`src/hdl/bole_pkg.sv`:
```
// Shared types, codes and widths of the bounded ordered list engine.
`default_nettype none

package bole_pkg;

  localparam int unsigned DefCapacity = 16;
  localparam int unsigned ModeW       = 2;
  localparam int unsigned ValueW      = 32;
  localparam int unsigned StatusW     = 2;
  localparam int unsigned TotalW      = 5;

  typedef enum logic [ModeW-1:0] {
    MODE_INS_TAIL = 2'd0,
    MODE_INS_HEAD = 2'd1,
    MODE_REMOVE   = 2'd2,
    MODE_FIND     = 2'd3
  } mode_e;

  typedef enum logic [StatusW-1:0] {
    STS_OK      = 2'd0,
    STS_FULL    = 2'd1,
    STS_NOMATCH = 2'd2
  } status_e;

  typedef struct packed {
    status_e           status;
    logic              found;
    logic [TotalW-1:0] entry_total;
  } result_t;

endpackage

`default_nettype wire

```
`src/hdl/bole_req_if.sv`:
```
// Request channel: valid/ready handshake carrying mode and value.
`default_nettype none

interface bole_req_if;
  logic                                valid;
  logic                                ready;
  logic        [bole_pkg::ModeW-1:0]   mode;
  logic signed [bole_pkg::ValueW-1:0]  value;

  modport source (output valid, output mode, output value, input ready);
  modport sink   (input valid, input mode, input value, output ready);
endinterface

`default_nettype wire

```
`src/hdl/bole_rsp_if.sv`:
```
// Response channel: valid/ready handshake carrying status, found and entry total.
`default_nettype none

interface bole_rsp_if;
  logic                             valid;
  logic                             ready;
  logic [bole_pkg::StatusW-1:0]     status;
  logic                             found;
  logic [bole_pkg::TotalW-1:0]      entry_total;

  modport source (output valid, output status, output found, output entry_total,
                  input ready);
  modport sink   (input valid, input status, input found, input entry_total,
                  output ready);
endinterface

`default_nettype wire

```
`src/hdl/bole_ram.sv`:
```
// Generic single-write, single-read RAM with registered read data.
`default_nettype none

module bole_ram #(
  parameter int unsigned Width = 32,
  parameter int unsigned Depth = 16,
  localparam int unsigned AddrW = (Depth > 1) ? $clog2(Depth) : 1
) (
  input  wire logic             clk_i,
  input  wire logic             we_i,
  input  wire logic [AddrW-1:0] waddr_i,
  input  wire logic [Width-1:0] wdata_i,
  input  wire logic [AddrW-1:0] raddr_i,
  output logic      [Width-1:0] rdata_o
);

  logic [Width-1:0] mem_q [Depth];

  always_ff @(posedge clk_i) begin
    if (we_i) begin
      mem_q[waddr_i] <= wdata_i;
    end
    rdata_o <= mem_q[raddr_i];
  end

endmodule

`default_nettype wire

```
`src/hdl/bole_core.sv`:
```
// List sequencer: head pointer, entry count, scan and shift walks over the RAM.
`default_nettype none

module bole_core #(
  parameter int unsigned CAPACITY = bole_pkg::DefCapacity,
  localparam int unsigned IdxW = (CAPACITY > 1) ? $clog2(CAPACITY) : 1,
  localparam int unsigned CntW = $clog2(CAPACITY + 1),
  localparam int unsigned OffW = CntW + 1
) (
  input  wire logic                              clk_i,
  input  wire logic                              rst_ni,
  // request side
  input  wire logic                              req_valid_i,
  output logic                                   req_ready_o,
  input  wire logic [bole_pkg::ModeW-1:0]        req_mode_i,
  input  wire logic [bole_pkg::ValueW-1:0]       req_value_i,
  // finished result, held until taken
  output logic                                   res_valid_o,
  input  wire logic                              res_take_i,
  output bole_pkg::result_t                      res_o,
  // RAM port
  output logic                                   ram_we_o,
  output logic [IdxW-1:0]                        ram_waddr_o,
  output logic [bole_pkg::ValueW-1:0]            ram_wdata_o,
  output logic [IdxW-1:0]                        ram_raddr_o,
  input  wire logic [bole_pkg::ValueW-1:0]       ram_rdata_i
);

  import bole_pkg::*;

  typedef enum logic [3:0] {
    ST_IDLE  = 4'b0001,
    ST_SCAN  = 4'b0010,
    ST_SHIFT = 4'b0100,
    ST_DONE  = 4'b1000
  } state_e;

  state_e              state_q, state_d;
  logic [IdxW-1:0]     head_q, head_d;
  logic [CntW-1:0]     count_q, count_d;
  logic [CntW-1:0]     pos_q, pos_d;
  status_e             status_q, status_d;
  logic                found_q, found_d;
  mode_e               mode_q, mode_d;
  logic [ValueW-1:0]   value_q, value_d;
  logic [OffW-1:0]     rd_off;
  logic [OffW-1:0]     pos_next;
  logic                full;

  // Map a position in list order to a RAM address relative to the head.
  function automatic logic [IdxW-1:0] to_phys(logic [IdxW-1:0] base, logic [OffW-1:0] off);
    logic [OffW-1:0] s;
    s = OffW'(base) + off;
    if (s >= OffW'(CAPACITY)) begin
      s = s - OffW'(CAPACITY);
    end
    return s[IdxW-1:0];
  endfunction

  assign full     = (count_q == CntW'(CAPACITY));
  assign pos_next = OffW'(pos_q) + OffW'(1);

  always_comb begin
    state_d     = state_q;
    head_d      = head_q;
    count_d     = count_q;
    pos_d       = pos_q;
    status_d    = status_q;
    found_d     = found_q;
    mode_d      = mode_q;
    value_d     = value_q;
    req_ready_o = 1'b0;
    res_valid_o = 1'b0;
    ram_we_o    = 1'b0;
    ram_waddr_o = to_phys(head_q, OffW'(pos_q));
    ram_wdata_o = ram_rdata_i;
    rd_off      = '0;

    unique case (state_q)
      ST_IDLE: begin
        req_ready_o = 1'b1;
        if (req_valid_i) begin
          mode_d   = mode_e'(req_mode_i);
          value_d  = req_value_i;
          found_d  = 1'b0;
          status_d = STS_OK;
          unique case (mode_e'(req_mode_i))
            MODE_INS_TAIL: begin
              if (full) begin
                status_d = STS_FULL;
              end else begin
                ram_we_o    = 1'b1;
                ram_waddr_o = to_phys(head_q, OffW'(count_q));
                ram_wdata_o = req_value_i;
                count_d     = count_q + CntW'(1);
              end
              state_d = ST_DONE;
            end
            MODE_INS_HEAD: begin
              if (full) begin
                status_d = STS_FULL;
              end else begin
                // step the head back by one slot, wrapping
                head_d      = to_phys(head_q, OffW'(CAPACITY - 1));
                ram_we_o    = 1'b1;
                ram_waddr_o = head_d;
                ram_wdata_o = req_value_i;
                count_d     = count_q + CntW'(1);
              end
              state_d = ST_DONE;
            end
            default: begin
              // remove or find: start the walk at the head
              pos_d = '0;
              if (count_q == '0) begin
                status_d = STS_NOMATCH;
                state_d  = ST_DONE;
              end else begin
                state_d = ST_SCAN;
              end
            end
          endcase
        end
      end

      ST_SCAN: begin
        // read data holds entry pos_q; prefetch the next one
        rd_off = pos_next;
        if (ram_rdata_i == value_q) begin
          found_d = 1'b1;
          state_d = (mode_q == MODE_REMOVE) ? ST_SHIFT : ST_DONE;
        end else if (pos_next == OffW'(count_q)) begin
          status_d = STS_NOMATCH;
          state_d  = ST_DONE;
        end else begin
          pos_d = pos_next[CntW-1:0];
        end
      end

      ST_SHIFT: begin
        // read data holds entry pos_q + 1; move it down one slot
        rd_off = pos_next + OffW'(1);
        if (pos_next < OffW'(count_q)) begin
          ram_we_o = 1'b1;
          pos_d    = pos_next[CntW-1:0];
        end else begin
          count_d = count_q - CntW'(1);
          state_d = ST_DONE;
        end
      end

      ST_DONE: begin
        res_valid_o = 1'b1;
        if (res_take_i) begin
          state_d = ST_IDLE;
        end
      end

      default: begin
        state_d = ST_IDLE;
      end
    endcase

    ram_raddr_o = to_phys(head_q, rd_off);
  end

  assign res_o.status      = status_q;
  assign res_o.found       = found_q;
  assign res_o.entry_total = TotalW'(count_q);

  always_ff @(posedge clk_i or negedge rst_ni) begin
    if (!rst_ni) begin
      state_q <= ST_IDLE;
      head_q  <= '0;
      count_q <= '0;
      pos_q   <= '0;
    end else begin
      state_q <= state_d;
      head_q  <= head_d;
      count_q <= count_d;
      pos_q   <= pos_d;
    end
  end

  always_ff @(posedge clk_i) begin
    status_q <= status_d;
    found_q  <= found_d;
    mode_q   <= mode_d;
    value_q  <= value_d;
  end

endmodule

`default_nettype wire

```
`src/hdl/bounded_ordered_list_engine_top.sv`:
```
// Top level of the bounded ordered list engine: sequencer, value RAM, output register.
//
//   channel | dir | handshake     | word
//   --------+-----+---------------+------------------------------------------
//   req_i   | in  | valid / ready | mode (2b), value (32b signed)
//   rsp_o   | out | valid / ready | status (2b), found (1b), entry_total (5b)
//
// One request at a time. A find walks the list one entry per cycle through
// the single RAM read port. A remove walks to the match, then moves each later
// entry down one slot, one RAM read and write per cycle.
// Reset clears the head pointer and the entry count; the RAM is not cleared.
// A result waits in the output register while the next request is taken in.
`default_nettype none

module bounded_ordered_list_engine_top #(
  parameter int unsigned CAPACITY = bole_pkg::DefCapacity
) (
  input  wire logic   clk_i,
  input  wire logic   rst_ni,
  bole_req_if.sink    req_i,
  bole_rsp_if.source  rsp_o
);

  import bole_pkg::*;

  localparam int unsigned IdxW = (CAPACITY > 1) ? $clog2(CAPACITY) : 1;

  logic              res_valid;
  logic              res_take;
  result_t           res;
  logic              ram_we;
  logic [IdxW-1:0]   ram_waddr;
  logic [ValueW-1:0] ram_wdata;
  logic [IdxW-1:0]   ram_raddr;
  logic [ValueW-1:0] ram_rdata;

  logic              out_valid_q, out_valid_d;
  result_t           out_q;

  bole_core #(
    .CAPACITY (CAPACITY)
  ) u_core (
    .clk_i       (clk_i),
    .rst_ni      (rst_ni),
    .req_valid_i (req_i.valid),
    .req_ready_o (req_i.ready),
    .req_mode_i  (req_i.mode),
    .req_value_i (req_i.value),
    .res_valid_o (res_valid),
    .res_take_i  (res_take),
    .res_o       (res),
    .ram_we_o    (ram_we),
    .ram_waddr_o (ram_waddr),
    .ram_wdata_o (ram_wdata),
    .ram_raddr_o (ram_raddr),
    .ram_rdata_i (ram_rdata)
  );

  // List entries, kept as a ring starting at the head pointer.
  bole_ram #(
    .Width (ValueW),
    .Depth (CAPACITY)
  ) u_ram (
    .clk_i   (clk_i),
    .we_i    (ram_we),
    .waddr_i (ram_waddr),
    .wdata_i (ram_wdata),
    .raddr_i (ram_raddr),
    .rdata_o (ram_rdata)
  );

  // Load the output register whenever it is empty or being drained.
  assign res_take = !out_valid_q || rsp_o.ready;

  always_comb begin
    out_valid_d = out_valid_q;
    if (res_valid && res_take) begin
      out_valid_d = 1'b1;
    end else if (rsp_o.ready) begin
      out_valid_d = 1'b0;
    end
  end

  always_ff @(posedge clk_i or negedge rst_ni) begin
    if (!rst_ni) begin
      out_valid_q <= 1'b0;
    end else begin
      out_valid_q <= out_valid_d;
    end
  end

  // Hold the word until the sink takes it.
  always_ff @(posedge clk_i) begin
    if (res_valid && res_take) begin
      out_q <= res;
    end
  end

  assign rsp_o.valid       = out_valid_q;
  assign rsp_o.status      = out_q.status;
  assign rsp_o.found       = out_q.found;
  assign rsp_o.entry_total = out_q.entry_total;

endmodule

`default_nettype wire

```
`src/flat_wrapper.sv`:
```
// flat-port wrapper written by rule: the top's interface ports become plain ports
module bounded_ordered_list_engine_top_flat import bole_pkg::*;
#(
  parameter int unsigned CAPACITY = bole_pkg::DefCapacity
)
  (clk_i, rst_ni, req_i_valid, req_i_mode, req_i_value, req_i_ready, rsp_o_valid, rsp_o_status, rsp_o_found, rsp_o_entry_total, rsp_o_ready);
  bole_req_if req_i_i ();
  bole_rsp_if rsp_o_i ();
  input  wire logic clk_i;
  input  wire logic rst_ni;
  input wire logic [$bits(req_i_i.valid)-1:0] req_i_valid;
  input wire logic [$bits(req_i_i.mode)-1:0] req_i_mode;
  input wire logic [$bits(req_i_i.value)-1:0] req_i_value;
  output wire logic [$bits(req_i_i.ready)-1:0] req_i_ready;
  output wire logic [$bits(rsp_o_i.valid)-1:0] rsp_o_valid;
  output wire logic [$bits(rsp_o_i.status)-1:0] rsp_o_status;
  output wire logic [$bits(rsp_o_i.found)-1:0] rsp_o_found;
  output wire logic [$bits(rsp_o_i.entry_total)-1:0] rsp_o_entry_total;
  input wire logic [$bits(rsp_o_i.ready)-1:0] rsp_o_ready;
  assign req_i_i.valid = req_i_valid;
  assign req_i_i.mode = req_i_mode;
  assign req_i_i.value = req_i_value;
  assign req_i_ready = req_i_i.ready;
  assign rsp_o_valid = rsp_o_i.valid;
  assign rsp_o_status = rsp_o_i.status;
  assign rsp_o_found = rsp_o_i.found;
  assign rsp_o_entry_total = rsp_o_i.entry_total;
  assign rsp_o_i.ready = rsp_o_ready;
  bounded_ordered_list_engine_top #(.CAPACITY(CAPACITY)) u_core (.clk_i(clk_i), .rst_ni(rst_ni), .req_i(req_i_i), .rsp_o(rsp_o_i));
endmodule
```
`config.mk`:
```
export PLATFORM = sky130hd
export DESIGN_NAME = bounded_ordered_list_engine_top_flat
export DESIGN_NICKNAME = d
export VERILOG_FILES = /design/src/hdl/bole_pkg.sv /design/src/hdl/bole_req_if.sv /design/src/hdl/bole_rsp_if.sv /design/src/hdl/bole_ram.sv /design/src/hdl/bole_core.sv /design/src/hdl/bounded_ordered_list_engine_top.sv /design/src/flat_wrapper.sv
export SDC_FILE = /design/constraint.sdc
export NUM_CORES = 1
export LEC_CHECK = 0
export BUFFER_PORTS_ARGS = -buffer_cell sky130_fd_sc_hd__buf_2
export CORE_MARGIN = 4
export CORE_UTILIZATION = 56
export DETAILED_ROUTE_END_ITERATION = 10
export GPL_ROUTABILITY_DRIVEN = 0
export PLACE_DENSITY = 0.79
export SYNTH_ARGS = -nofsm -noshare
export SYNTH_HDL_FRONTEND = slang
export SYNTH_SLANG_ARGS = --single-unit
```
`constraint.sdc`:
```
create_clock -name clk_i -period 4.65 [get_ports clk_i]
set_input_delay 0.2325 -clock clk_i [delete_from_list [all_inputs] [get_ports clk_i]]
set_output_delay 0.2325 -clock clk_i [all_outputs]
set_load 0.005 [all_outputs]
```
[Yosys cells after proc, flatten, opt, wreduce, memory -nomap -nowiden]
Memory sizes are Yosys's and may differ from the RTL's. A register that Yosys moved wholly into a read port is not among the register bits.
Index checks and enable logic that the tools add are counted.
Word-level totals
  register bits: 64
  memory bits (writable): 512
  bits of input ports: 38
  output and inout bits: 10
  word-level logic and storage cells: 124
  memories kept: 1
Cells by class
  add/subtract/negate cells: 12
  $lt $le $gt $ge: 5
  equal/unequal tests: 21
  multiplexer cells: 55
  bitwise operators: 1
  reduce and logical (&&, ||, !) cells: 17
Memories
  u_core.u_ram.mem_q: depth 16, width 32, read ports 1, clocked after Yosys merged registers in 1, write ports 1, line bole_ram.sv:17  | logic [Width-1:0] mem_q [Depth];
Operator list (count)
  32-bit 2-to-1 mux: 4
  4-bit 2-to-1 mux: 16
  5-bit 2-to-1 mux: 9
  32-bit equality test: 1
  2-bit != test (second input constant): 10
  6-bit by 5-bit >= comparator with 1-bit output (second input constant): 3
  4-bit one-hot mux with 4 select lines: 1
  4-bit by 1-bit subtractor with 4-bit output (second input constant): 4
  5-bit one-hot mux with 3 select lines: 1
  1-bit 2-to-1 mux: 13
  4-bit by 5-bit adder with 6-bit output: 2
  6-bit one-hot mux with 2 select lines: 1
  4-bit AND reduction: 3
  2-bit 2-to-1 mux: 5
  5-bit one-hot mux with 2 select lines: 1
  4-bit one-hot mux with 2 select lines: 1
  4-bit by 6-bit adder with 6-bit output: 1
  5-bit by 1-bit adder with 6-bit output (second input constant): 1
  6-bit by 1-bit adder with 6-bit output (second input constant): 1
  6-bit by 5-bit equality test with 1-bit output: 1
  6-bit by 5-bit < comparator with 1-bit output: 1
  6-bit AND reduction: 1
  2-bit nonzero test: 3
  4-bit by 4-bit adder with 5-bit output (second input constant): 1
  25 further kinds: 26

[Depth between registers and ports, before layout]
  word-level depth: 7
  mapped depth: 12

[Modules after synthesis]
From an unflattened synthesis, not the netlist that was laid out.
Unflattened totals
  cells, all modules: 1158
  area, all modules: 23739.0 um2
Modules (own cells, without submodules)
  bole_ram: times used 1, cells an instance 838, area each 19835.3 um2
  bole_core: times used 1, cells an instance 308, area each 3609.7 um2
  bounded_ordered_list_engine_top: times used 1, cells an instance 12, area each 294.0 um2

[Worst setup path after synthesis]
No wires, ideal clock.
  kind: register -> register
  from: register u_core.u_core.pos_q[0]
  to: memory u_core.u_ram.mem_q[8][0], enable pin
  setup time: 432 ps
  arrival time: 3617 ps
  data required time: 4218 ps
  path slack: 601 ps
  cell stages (with the launch flop): 11
  cells stage by stage: dfrtp_1 > ha_1 > nand3_1 > xnor2_1 > ha_1 > and3_1 > o21ai_0 > nand4_1 > nor2_1 > nand2_1 > a21oi_1
Between the ends
  word-level cells in the longest chain between the ends: 7
Ends and longest elaborated chain
  start: declaration: line bole_core.sv:41  | logic [CntW-1:0] pos_q, pos_d;
  start signal: assignment: line bole_core.sv:181  | pos_q <= pos_d;
  4-bit by 5-bit adder with 6-bit output: line bole_core.sv:53  | s = OffW'(base) + off;
  6-bit by 5-bit >= comparator with 1-bit output or 4-bit by 1-bit subtractor with 4-bit output (tied branches): line bole_core.sv:54, bole_core.sv:55
  4-bit 2-to-1 mux: line bole_core.sv:54  | if (s >= OffW'(CAPACITY)) begin
  4-bit 2-to-1 mux, on equally long branches: line bole_core.sv:100, bole_core.sv:89
  4-bit one-hot mux with 2 select lines: line bole_core.sv:87  | unique case (mode_e'(req_mode_i))
  4-bit 2-to-1 mux: line bole_core.sv:82  | if (req_valid_i) begin
  4-bit 2-to-1 mux: line bole_core.sv:79  | unique case (state_q)
  end: declaration: line bole_ram.sv:17
Parallel ways exist; a longest one is shown, timed or not.

[Worst setup path in the final report]
  from: register u_core.u_core.state_q[0]
  to: register u_core.u_ram.rdata_o[20] (read register of u_core.u_ram.mem_q)
Between the ends
  word-level cells in the longest chain between the ends: 5
Ends and longest elaborated chain
  start: declaration: line bole_core.sv:38  | state_e state_q, state_d;
  start signal: assignment: line bole_core.sv:178  | state_q <= state_d;
  4-bit by 3-bit equality test with 1-bit output or 4-bit by 2-bit equality test with 1-bit output (tied branches): line bole_core.sv:79
  6-bit one-hot mux with 2 select lines (*): line bole_core.sv:79
  4-bit by 6-bit adder with 6-bit output (*): line bole_core.sv:53
  6-bit by 5-bit >= comparator with 1-bit output or 4-bit by 1-bit subtractor with 4-bit output (tied branches): line bole_core.sv:54, bole_core.sv:55
  4-bit 2-to-1 mux (*): line bole_core.sv:54
  end: declaration: line bole_ram.sv:14  | output logic [Width-1:0] rdata_o
Mark *: on every way between the ends. The rest lies on a longest branch, timed or not.
A chain may end at the register's enable or synchronous reset.

==> flow_summary.json <==
{
  "critical_path.most_common_cell": "mux2i_1",
  "critical-path-max-stage-delay_ps": 1150,
  "power-per-cell-area_nw_per_um2": 527,
  "list_of_cells_traversed_by_the_critical_path": "nor2_1 -> nand3b_1 -> clkinv_1 -> nand2_1 -> o21ai_0 -> ha_4 -> fa_4 -> buf_12 -> mux4_2 -> mux2i_1 -> mux2i_1",
  "worst_ir_drop_vdd_v": 0.000386,
  "vias": 11800,
  "synthAdderAreaFrac_pct": 1.37,
  "clock_latency_ps": 610,
  "coreArea_um2": 42200,
  "ys_dominant_reg_cell": "edfxtp_1",
  "syn_inst": 1166,
  "tritoncts.num_buffers": 56,
  "ios": 48,
  "tightestPinTransition_ps": 1080,
  "num_rows": 75,
  "route.layer.met1.wl_um": 20600,
  "type_of_the_setup_path_with_the_least_slack": "flop to flop",
  "hold_class": "input port to async pin",
  "design_area_um2": 27700,
  "antenna_violations_before_repair": 1,
  "synth_area_per_cell_um2": 20.6,
  "htree_num_levels": 2,
  "cts.sinks": 608,
  "die-height_um": 215,
  "number_of_gates_resized_after_cts": 0,
  "synth-simple-area-share_pct": 1.91,
  "synthArstFlopShare_pct": 3.13,
  "cp_slowest_cell": "fa_4",
  "complex_gate_fraction_of_the_synthesized_area_pct": 1.74,
  "run_status": "complete, no violations",
  "drt-vias-per-instance": 6.27,
  "timing_max_transition_violations_final": 0,
  "setup_viol_count_final": 0,
  "worst-endpoint-arrival_ps": 4490,
  "tns_ps": 0,
  "drt.antenna.violating_nets": 0,
  "power.static_leakage_nw": 8.89,
  "mappedNetlistArea_um2": 24000,
  "detailedPlacementHpwl_um": 26700,
  "share_of_layout_cells_above_drive_strength_1_pct": 26.0,
  "slew-limit-headroom_pct": 27.1,
  "grtUsageTotal_pct": 22.3,
  "initial_core_util_pct": 56.9,
  "initialDrtViolationCount": 1246,
  "fp.dieArea_um2": 46300,
  "post-route-drc-count": 0,
  "synthesis.yosys.warnings": 0,
  "final.setup_skew_ps": 21.6,
  "cts.reportedPaths.clkPinSlew_ps": 70,
  "die_width_um": 215,
  "number_of_detailed_routing_iterations_run_before_antenna_repair": 5,
  "final.period_utilization_pct": 86.2,
  "rsz_0062_raised_after_global_routing": "no",
  "flow.area_growth_from_synthesis_pct": 15.1,
  "dpl_cell_area_um2": 25400,
  "endpoint_kind": "flop",
  "port_buffers": 47,
  "finish.net_count": 1354,
  "synth_xor_xnor_area_share_pct": 1.97,
  "final_period_demand_of_the_worst_path_ps": 4010,
  "timing.max_cap.violations": 0,
  "finalPower_mw": 14.6,
  "synth_edf_count": 557,
  "routed_wl_um": 51100,
  "dominant_combinational_cell_family_by_area_after_synthesis": "multiplexers",
  "route.met3.wl_um": 3710,
  "timing.final.hold_violations": 0,
  "grt_start_max_net_pins": 51,
  "critPathRequiredTime_ps": 5130,
  "overflow": 0,
  "uppermost_metal_layer_occupied_by_signal_nets": "met5",
  "synth_seq_area_share_pct": 74.2,
  "synth.net_count": 1228,
  "clock_tree_from_tritoncts": "yes",
  "first_global_vias": 12100,
  "critPathMaxFanout": 40,
  "grt_pass1_wl_um": 77100,
  "timing.critical_path.from_type": "flop",
  "dr_wl_met2_um": 25300,
  "cts_max_path_buffers": 3,
  "antenna-diode-count": 0,
  "synth-seq-cells": 608,
  "multiplexer_share_of_the_synthesized_area_pct": 17.7,
  "cts_root_buffer": "clkbuf_16",
  "synthDistinctLibCells": 49,
  "fmax_ghz": 0.250,
  "avgRoutedWirePerCell_um": 27.2
}
## critical path, delay by kind of cell, from the launching register on
kind,cells,cell delay [ps]
AO/OA/AOI/OAI,1,160
adder cells (fa/ha/maj),2,1370
buffers and inverters,2,640
flip-flops,1,560
multiplexers,3,670
AND/OR/NAND/NOR,3,430
## where the power goes
part	switching (mW)	total, mW	internal, mW	leakage [nW]
Sequential	0.157	7.03	6.87	5.54
Combinational	1.71	2.91	1.20	2.42
Clock	1.96	4.64	2.68	0.927
Total	3.83	14.6	10.7	8.89
## cells in the mapped netlist (all sizes together) (8+ instances only)
master / instances / area (um2)
clkbuf: 26 / 97.6
nand2: 34 / 128
inv: 16 / 60.1
xor2: 38 / 333
mux2i: 100 / 1000
xnor2: 16 / 140
a21o: 10 / 75.1
edfxtp: 557 / 16700
nand3: 8 / 40.0
nor2: 9 / 33.8
buf: 19 / 96.3
mux2: 33 / 372
dfrtp: 18 / 450
a21oi: 28 / 140
ha: 20 / 250
mux4: 128 / 2880
nor4: 10 / 62.6
dfxtp: 32 / 641
o21ai: 16 / 83.8
## stage by stage
stage                     hold WS, ps  std cells  worst slack, ps  util [%]
after floorplan                 -63.1       1166              601         -
after global placement            203       1736              812      60.2
after detailed placement          206       1736              664      60.2
after CTS                        84.1       1879              633      65.6
after global routing              127       1879              441      65.6
final                            93.9       1879              642      65.6
## timing repair
item | CTS | global route
endpoints found under the hold margin | 56 | 0
hold buffers | 37 | 0
setup buffers | 0 | 0
endpoints found under the setup margin | 0 | 0
## registers in the layout, summed over array words and instances (netlist names)
name,count
u_core.u_ram.mem_q,512
u_core.u_core.value_q,32
u_core.u_ram.rdata_o,32
u_core.rsp_o.entry_total,5
u_core.u_core.count_q,5
u_core.u_core.pos_q,5
u_core.u_core.head_q,4
u_core.u_core.state_q,4
u_core.rsp_o.status,2
u_core.u_core.mode_q,2
u_core.u_core.status_q,2
u_core.rsp_o.found,1
u_core.rsp_o.valid,1
u_core.u_core.found_q,1
## cell usage in the layout (no fill, tap or decap), types with 10 or more instances in the layout
master           n
nor4_1          10
mux2i_1        100
buf_4           11
clkbuf_1        10
inv_1           14
nand2_1         34
clkinv_1        14
dfrtp_1         18
edfxtp_1       557
a21oi_1         12
a21o_1          10
a21oi_4         16
buf_12          18
mux2_2          33
buf_2           47
xnor2_1         15
xor2_1          37
o21ai_0         12
clkbuf_16       57
dfxtp_1         32
ha_1            19
dlygate4sd3_1   37
mux4_2         128
## final cells by class
class | instances | area (um2)
inverters | 18 | 67.6
well taps | 539 | 674
fillers | 2670 | 14500
flip-flops and latches | 608 | 17800
repair buffers | 113 | 1050
clock inverters | 30 | 297
clock buffers | 76 | 1590
multi-input cells | 495 | 6160
## metal layers
layer	vias up	GRT usage, %
met4	2	6.70
met5	-	0
li1	5010	-
met1	6135	31.7
met3	106	3.15
met2	525	36.8
## logic make-up after synthesis
logic type,count (synthesis)
buffers and inverters,63
adders and majority gates,24
AOI/OAI and AO/OA,67
DFF,608
muxes,261
xor gates and xnor gates,54
and+or+nand+nor,89
## path summary, 6_finish.rpt
path,start,end,slack [ps],cells after the start
worst min register to register,u_core.u_core.status_q[1],u_core.rsp_o.status[1],420,0
min in group clk_i,req_i_value[22],u_core.u_core.value_q[22],360,2
worst min-delay path,rst_ni,u_core.u_core.head_q[1],90,2
worst max register to register,u_core.u_core.state_q[0],u_core.u_ram.rdata_o[20],640,11
max in group asynchronous,rst_ni,u_core.u_core.state_q[0],4200,2
worst max-delay path,u_core.u_core.state_q[0],u_core.u_ram.rdata_o[20],640,11
Note: power is estimated with default switching activity, not from simulation.
